### src/rtl/nbs_pkg.sv
// Shared types and constants of the 3x3 neighbourhood sum block.
package nbs_pkg;

    // Fixed field widths
    localparam int ROW_W         = 16;
    localparam int FRAME_WIDTH_W = 11;
    localparam int CFG_INDEX_W   = 1;
    localparam int CFG_DATA_W    = 16;

    // Parameter defaults
    localparam int DEF_MAX_WIDTH  = 1024;
    localparam int DEF_PIXEL_BITS = 16;

    // Register values after reset
    localparam int RESET_FRAME_WIDTH  = 1024;
    localparam int RESET_FRAME_HEIGHT = 1024;

    // Configuration register indexes
    localparam logic [CFG_INDEX_W-1:0] REG_FRAME_WIDTH  = 1'b0;
    localparam logic [CFG_INDEX_W-1:0] REG_FRAME_HEIGHT = 1'b1;

    // Position flags of one pixel, worked out when the word is accepted
    typedef struct packed {
        logic r_ge1;     // row 1 or below: line above is valid
        logic r_ge2;     // row 2 or below: line two above is valid
        logic c_zero;    // first column
        logic last_col;  // last column of the row
        logic eof_row;   // flush row after the last image row
    } item_flags_t;

endpackage

### src/rtl/nbs_window.sv
// Column sum, window sum and result register stage with line buffer write-back.
module nbs_window #(
    parameter int PIXEL_BITS = 16,
    parameter int COL_W      = 10
) (
    input  logic                           clk,
    input  logic                           rst_n,
    input  logic                           in_valid,
    output logic                           in_ready,
    input  nbs_pkg::item_flags_t           in_flags,
    input  logic [COL_W-1:0]               in_col,
    input  logic [nbs_pkg::ROW_W-1:0]      in_row,
    input  logic signed [PIXEL_BITS-1:0]   in_pixel,
    input  logic [2*PIXEL_BITS-1:0]        rd_data,
    output logic                           wr_en,
    output logic [COL_W-1:0]               wr_addr,
    output logic [2*PIXEL_BITS-1:0]        wr_data,
    output logic                           out_valid,
    input  logic                           out_ready,
    output logic signed [PIXEL_BITS+3:0]   out_sum,
    output logic [nbs_pkg::ROW_W-1:0]      out_row,
    output logic [COL_W-1:0]               out_col,
    output logic                           out_last,
    output logic                           out_eof
);

    import nbs_pkg::*;

    localparam int CS_W  = PIXEL_BITS + 2;
    localparam int SUM_W = PIXEL_BITS + 4;
    localparam int LW_W  = 2 * PIXEL_BITS;

    // Stage registers
    logic                          st_valid_reg;
    logic                          phase_reg;
    item_flags_t                   st_flags_reg;
    logic [COL_W-1:0]              st_col_reg;
    logic [ROW_W-1:0]              st_row_reg;
    logic signed [PIXEL_BITS-1:0]  st_pix_reg;

    // Last written line word, for a read that raced its write
    logic                          fwd_valid_reg;
    logic [COL_W-1:0]              fwd_addr_reg;
    logic [LW_W-1:0]               fwd_data_reg;

    // Running column sums
    logic signed [CS_W-1:0]        col_prev_reg;
    logic signed [CS_W-1:0]        col_prev2_reg;

    // Result register
    logic                          out_valid_reg;
    logic signed [SUM_W-1:0]       out_sum_reg;
    logic [ROW_W-1:0]              out_row_reg;
    logic [COL_W-1:0]              out_col_reg;
    logic                          out_last_reg;
    logic                          out_eof_reg;

    logic [LW_W-1:0]               line_word;
    logic signed [PIXEL_BITS-1:0]  above;
    logic signed [PIXEL_BITS-1:0]  two_above;
    logic signed [CS_W-1:0]        a1_x;
    logic signed [CS_W-1:0]        a2_x;
    logic signed [CS_W-1:0]        col_sum;
    logic signed [CS_W-1:0]        prev_eff;
    logic signed [SUM_W-1:0]       sum_full;
    logic signed [SUM_W-1:0]       sum_edge;
    logic                          need0;
    logic                          need1;
    logic                          emitting;
    logic                          sel_edge;
    logic                          final_res;
    logic                          out_open;
    logic                          push;
    logic                          retire;
    logic                          load;

    // Pick the line word, forwarding the last write to the same column
    assign line_word = (fwd_valid_reg && (fwd_addr_reg == st_col_reg)) ? fwd_data_reg
                                                                       : rd_data;
    assign above     = line_word[PIXEL_BITS-1:0];
    assign two_above = line_word[LW_W-1:PIXEL_BITS];

    // Column total of the current column; rows above the image count as zero
    assign a1_x     = st_flags_reg.r_ge1 ? CS_W'(above) : '0;
    assign a2_x     = st_flags_reg.r_ge2 ? CS_W'(two_above) : '0;
    assign col_sum  = a2_x + a1_x + CS_W'(st_pix_reg);
    assign prev_eff = st_flags_reg.c_zero ? '0 : col_prev_reg;

    // Window sums: full window and the right-edge window
    assign sum_full = SUM_W'(col_prev2_reg) + SUM_W'(prev_eff) + SUM_W'(col_sum);
    assign sum_edge = SUM_W'(prev_eff) + SUM_W'(col_sum);

    // Results this pixel causes
    assign need0     = st_flags_reg.r_ge1 && !st_flags_reg.c_zero;
    assign need1     = st_flags_reg.r_ge1 && st_flags_reg.last_col;
    assign emitting  = phase_reg || need0 || need1;
    assign sel_edge  = phase_reg || !need0;
    assign final_res = phase_reg || !(need0 && need1);

    // Handshake between stage and result register
    assign out_open = !out_valid_reg || out_ready;
    assign push     = st_valid_reg && emitting && out_open;
    assign retire   = st_valid_reg && (!emitting || (push && final_res));
    assign in_ready = !st_valid_reg || retire;
    assign load     = in_valid && in_ready;

    // Advance the stage
    always_ff @(posedge clk or negedge rst_n)
    begin
        if (!rst_n)
        begin
            st_valid_reg <= 1'b0;
            phase_reg    <= 1'b0;
        end
        else
        begin
            if (load)
            begin
                st_valid_reg <= 1'b1;
            end
            else if (retire)
            begin
                st_valid_reg <= 1'b0;
            end
            if (retire)
            begin
                phase_reg <= 1'b0;
            end
            else if (push)
            begin
                phase_reg <= 1'b1;
            end
        end
    end

    // Capture the accepted word
    always_ff @(posedge clk)
    begin
        if (load)
        begin
            st_flags_reg <= in_flags;
            st_col_reg   <= in_col;
            st_row_reg   <= in_row;
            st_pix_reg   <= in_pixel;
        end
    end

    // Track the last line write and update the column sums
    always_ff @(posedge clk or negedge rst_n)
    begin
        if (!rst_n)
        begin
            fwd_valid_reg <= 1'b0;
            col_prev_reg  <= '0;
            col_prev2_reg <= '0;
        end
        else if (retire)
        begin
            fwd_valid_reg <= 1'b1;
            col_prev2_reg <= prev_eff;
            col_prev_reg  <= col_sum;
        end
    end

    always_ff @(posedge clk)
    begin
        if (retire)
        begin
            fwd_addr_reg <= st_col_reg;
            fwd_data_reg <= wr_data;
        end
    end

    // Shift the line: above moves to two above, the pixel becomes above
    assign wr_en   = retire;
    assign wr_addr = st_col_reg;
    assign wr_data = {above, st_pix_reg};

    // Load or drain the result register
    always_ff @(posedge clk or negedge rst_n)
    begin
        if (!rst_n)
        begin
            out_valid_reg <= 1'b0;
        end
        else if (push)
        begin
            out_valid_reg <= 1'b1;
        end
        else if (out_ready)
        begin
            out_valid_reg <= 1'b0;
        end
    end

    always_ff @(posedge clk)
    begin
        if (push)
        begin
            out_sum_reg  <= sel_edge ? sum_edge : sum_full;
            out_row_reg  <= st_row_reg - ROW_W'(1);
            out_col_reg  <= sel_edge ? st_col_reg : st_col_reg - COL_W'(1);
            out_last_reg <= sel_edge || !st_flags_reg.last_col;
            out_eof_reg  <= sel_edge && st_flags_reg.eof_row;
        end
    end

    assign out_valid = out_valid_reg;
    assign out_sum   = out_sum_reg;
    assign out_row   = out_row_reg;
    assign out_col   = out_col_reg;
    assign out_last  = out_last_reg;
    assign out_eof   = out_eof_reg;

endmodule

### config.mk
export PLATFORM = sky130hd
export DESIGN_NAME = nbs_window
export DESIGN_NICKNAME = d
export VERILOG_FILES = /design/src/rtl/nbs_pkg.sv /design/src/rtl/nbs_window.sv
export SDC_FILE = /design/constraint.sdc
export NUM_CORES = 1
export LEC_CHECK = 0
export BUFFER_PORTS_ARGS = -buffer_cell sky130_fd_sc_hd__buf_2
export CAP_MARGIN = 20
export CELL_PAD_IN_SITES_DETAIL_PLACEMENT = 1
export CELL_PAD_IN_SITES_GLOBAL_PLACEMENT = 2
export CORE_MARGIN = 2
export CORE_UTILIZATION = 41
export DETAILED_ROUTE_END_ITERATION = 10
export GPL_ROUTABILITY_DRIVEN = 0
export PLACE_DENSITY = 0.86
export SETUP_SLACK_MARGIN = 0.3
export SKIP_CTS_REPAIR_TIMING = 1
export SYNTH_ARGS = -nofsm -noshare
export SYNTH_HDL_FRONTEND = slang
export SYNTH_SLANG_ARGS = --single-unit
### constraint.sdc
create_clock -name clk -period 20.8 [get_ports clk]
set_input_delay 3.12 -clock clk [delete_from_list [all_inputs] [get_ports clk]]
set_output_delay 3.12 -clock clk [all_outputs]
set_load 0.02 [all_outputs]
==> results.py <==
metrics = {
    "yosys": {
        "yosys_most_used_dff": "edfxtp_1",
        "syn_avg_cell_area_um2": 11.97,
        "yosysWarnings": 0,
        "syn_area_um2": 10270,
        "synth_edf_count": 137,
        "synth_seq_area_share_pct": 49.80,
        "ys_async_sr_fraction_pct": 22.60,
        "ys_seq_elements": 177,
        "syn_nets": 1031,
        "synth_cell_types": 57,
        "syn_inst": 858,
    },
    "timing": {
        "slew_viol_final": 0,
        "relSlewSlack_pct": 38.73,
        "max_freq_mhz": 117.3,
        "timing_hold_violations_final": 0,
        "fin_setup_tns_ns": 0,
        "min_period_ns": 8.524,
        "rsz0062_at_grt": "no",
        "whs_ns": 0.4865,
        "clock_skew_ns": 0.01621,
        "tightest_slew_ns": 0.9169,
        "setup_viol": 0,
        "layout_setup_ws_ns": 12.28,
        "min_period_over_period_pct": 40.98,
    },
    "placement": {
        "hpwl_um": 19270,
        "io_buffers": 175,
        "pre_cts_slack_ns": 11.85,
    },
    "clock_network": {
        "cts.sinks": 177,
        "cts_made_buffers": 17,
        "clock_path_buffers": 2,
        "cts_tree": "yes",
        "root_buffer": "clkbuf_16",
        "clk_pin_slew_worst_paths_ns": 0.07,
        "h-tree-depth": 4,
        "clock_latency_ns": 0.44,
    },
    "global_routing": {
        "grt_pass1_wl_um": 40630,
        "grt_start_max_net_pins": 48,
        "globalRoute.totalOverflow": 0,
        "antenna_found_initial": 0,
        "grt_pass1_vias": 7547,
        "grt.total_usage_pct": 19.94,
    },
    "layout": {
        "diodes": 0,
        "multi_input_area_um2": 4737,
        "num-fill-cells": 2651,
        "area_growth_pct": 18.49,
        "regArea_um2": 5115,
        "largest_reg_flops": 32,
        "nNetsFinal": 1214,
        "drive_above_1_share_pct": 24.10,
    },
    "flow_run": {
        "max_cap_viol_count": 0,
    },
    "outcome": {
        "status": "finished clean",
    },
    "floorplanning": {
        "num_rows": 57,
        "dieArea_um2": 26330,
        "core_area_um2": 24460,
        "die_h_um": 162.3,
        "initial_utilization_pct": 41.99,
        "die_w_um": 162.3,
        "pin_count": 176,
    },
    "drt": {
        "remaining_drc_errors": 0,
        "drt-initial-drc-count": 389,
        "wl_per_cell_um": 18.52,
        "drt_pass1_iterations": 4,
        "drt_wl_total_um": 25520,
        "vias": 7144,
        "drt.antenna.violating_nets": 0,
        "viasPerCell": 5.184,
    },
    "critical_path": {
        "cp_max_fo": 5,
        "worstPathArrival_ns": 8.69,
        "r2r_setup_slack_ns": 13.10,
        "critPathLaunchType": "primary input",
        "crit_path_end_kind": "flop",
        "cp.required_ns": 20.97,
        "r2r_start": "wr_addr[4]",
        "worstRegToRegCells": 26,
        "r2r-end": "out_sum[18]",
        "critPathKind": "in2reg",
    },
    "worst_hold_path": {
        "holdCritStartpoint": "col_prev_reg[0]",
        "holdPathEnd": "col_prev_reg[0]",
        "hold_path_depth": 1,
        "min_path_type": "reg2reg",
    },
    "pwr": {
        "p_leak_nw": 5.326,
        "p_per_area_nw_per_um2": 147.6,
        "peakVddDrop_mv": 0.06646,
        "p_total_w": 0.001796,
    },
}
==> area by class of cell <==
| cell class | count | area share [%] |
|---|---|---|
| clock inverter | 15 | 1.336 |
| timing repair buffer | 183 | 7.896 |
| inverter | 97 | 2.992 |
| tap | 324 | 3.331 |
| sequential | 177 | 42.03 |
| clock buffer | 17 | 3.495 |
| multi-input combinational | 565 | 38.92 |
==> stage by stage <==
stage               std cells  area [µm²]  util, %
global placement         1344       11540    47.18
CTS                      1377       12150    49.67
finish                   1378       12170    49.75
detailed placement       1345       11560    47.27
floorplan                 858       10270        -
global route             1378       12170    49.75
==> layout by cell type (no fill, tap or decap), types with 4 or more instances in the layout <==
master       n
edfxtp_1   137
or4_1        5
inv_8        5
nand2_1     41
fa_1        36
o211ai_1     5
clkbuf_16   17
nor3b_1      6
nand3_1      9
dfrtp_1     40
a21o_1      15
and2_1      20
o22ai_1      4
nor4_1       8
xor2_1      30
mux2_2      27
a21oi_1     29
mux2_1      10
ha_1        54
buf_4        6
a211oi_1     6
nand4_1      5
nor3_1      16
mux2i_1     34
nor2_1      27
nand2b_1    23
a31oi_1     14
inv_1       96
o21ai_1      9
xnor2_1     34
nor2b_1     21
buf_2      175
o21bai_1     4
o21ai_0     25
o21a_1       6
==> worst max path at each step <==
stage,end,from,cells past startpoint,slack [ns]
floorplan,wr_en,out_ready,7,11.97
global placement,out_sum[18],rd_data[1],24,12.02
finish,out_sum[18],rd_data[1],24,12.28
CTS,out_sum[18],rd_data[1],24,12.29
detailed placement,out_sum[18],rd_data[1],24,11.85
global route,out_sum[18],rd_data[1],24,11.89
==> cell usage after synthesis (17+ instances only) <==
library cell	number	area share, %
xor2_1	30	2.6
inv_1	97	3.5
mux2i_1	34	3.3
a21oi_1	30	1.5
dfrtp_1	40	9.7
xnor2_1	34	2.9
nor2b_1	22	1.3
ha_1	54	6.6
nand2_1	41	1.5
nand2b_1	23	1.4
nor2_1	27	0.99
mux2_2	27	3.0
fa_1	36	7.0
o21ai_0	25	1.2
nor3_1	17	0.83
edfxtp_1	137	40
and2_1	20	1.2
==> kinds of logic (layout without fill, tap and decap cells) <==
| kind of cell | Yosys count | count (layout) | share of synthesized area, % |
|---|---|---|---|
| xor gates and xnor gates | 64 | 64 | 5.457 |
| and+or+nand+nor | 196 | 196 | 10.18 |
| DFF | 177 | 177 | 49.80 |
| buffers and inverters | 116 | 312 | 4.312 |
| muxes | 71 | 71 | 7.370 |
| AOI/OAI and AO/OA | 144 | 144 | 9.283 |
| adders and majority gates | 90 | 90 | 13.59 |
==> where the power goes <==
group / internal (W) / leakage (nW) / switching [W]
combinational: 0.000386 / 3.24 / 0.000554
clock: 0.000162 / 0.291 / 0.000162
sequential: 0.000494 / 1.79 / 0.0000376
total: 0.00104 / 5.33 / 0.000753
==> layer usage <==
layer,up-vias,part of all wire (%),global-route usage (%)
met1,3555,43,24.54
met2,139,52,35.67
li1,3410,-,-
met4,0,2.3,6.999
met5,-,0,0
met3,40,2.9,3.013
==> critical path, stage by stage <==
cell	delay [ns]
buf_2	0.10
mux2_2	0.29
and2_1	0.18
fa_1	0.45
ha_1	0.25
fa_1	0.44
a211oi_2	0.32
o21ai_1	0.14
a21oi_1	0.20
o21ai_1	0.19
o21ai_1	0.20
nand2_1	0.09
xor2_1	0.26
inv_1	0.09
fa_1	0.49
inv_1	0.04
ha_1	0.35
a21oi_1	0.20
o21ai_1	0.14
o41a_1	0.43
a31o_1	0.27
a31oi_1	0.21
xor2_1	0.16
a21oi_1	0.09
Power figures use the tool's default switching activity.
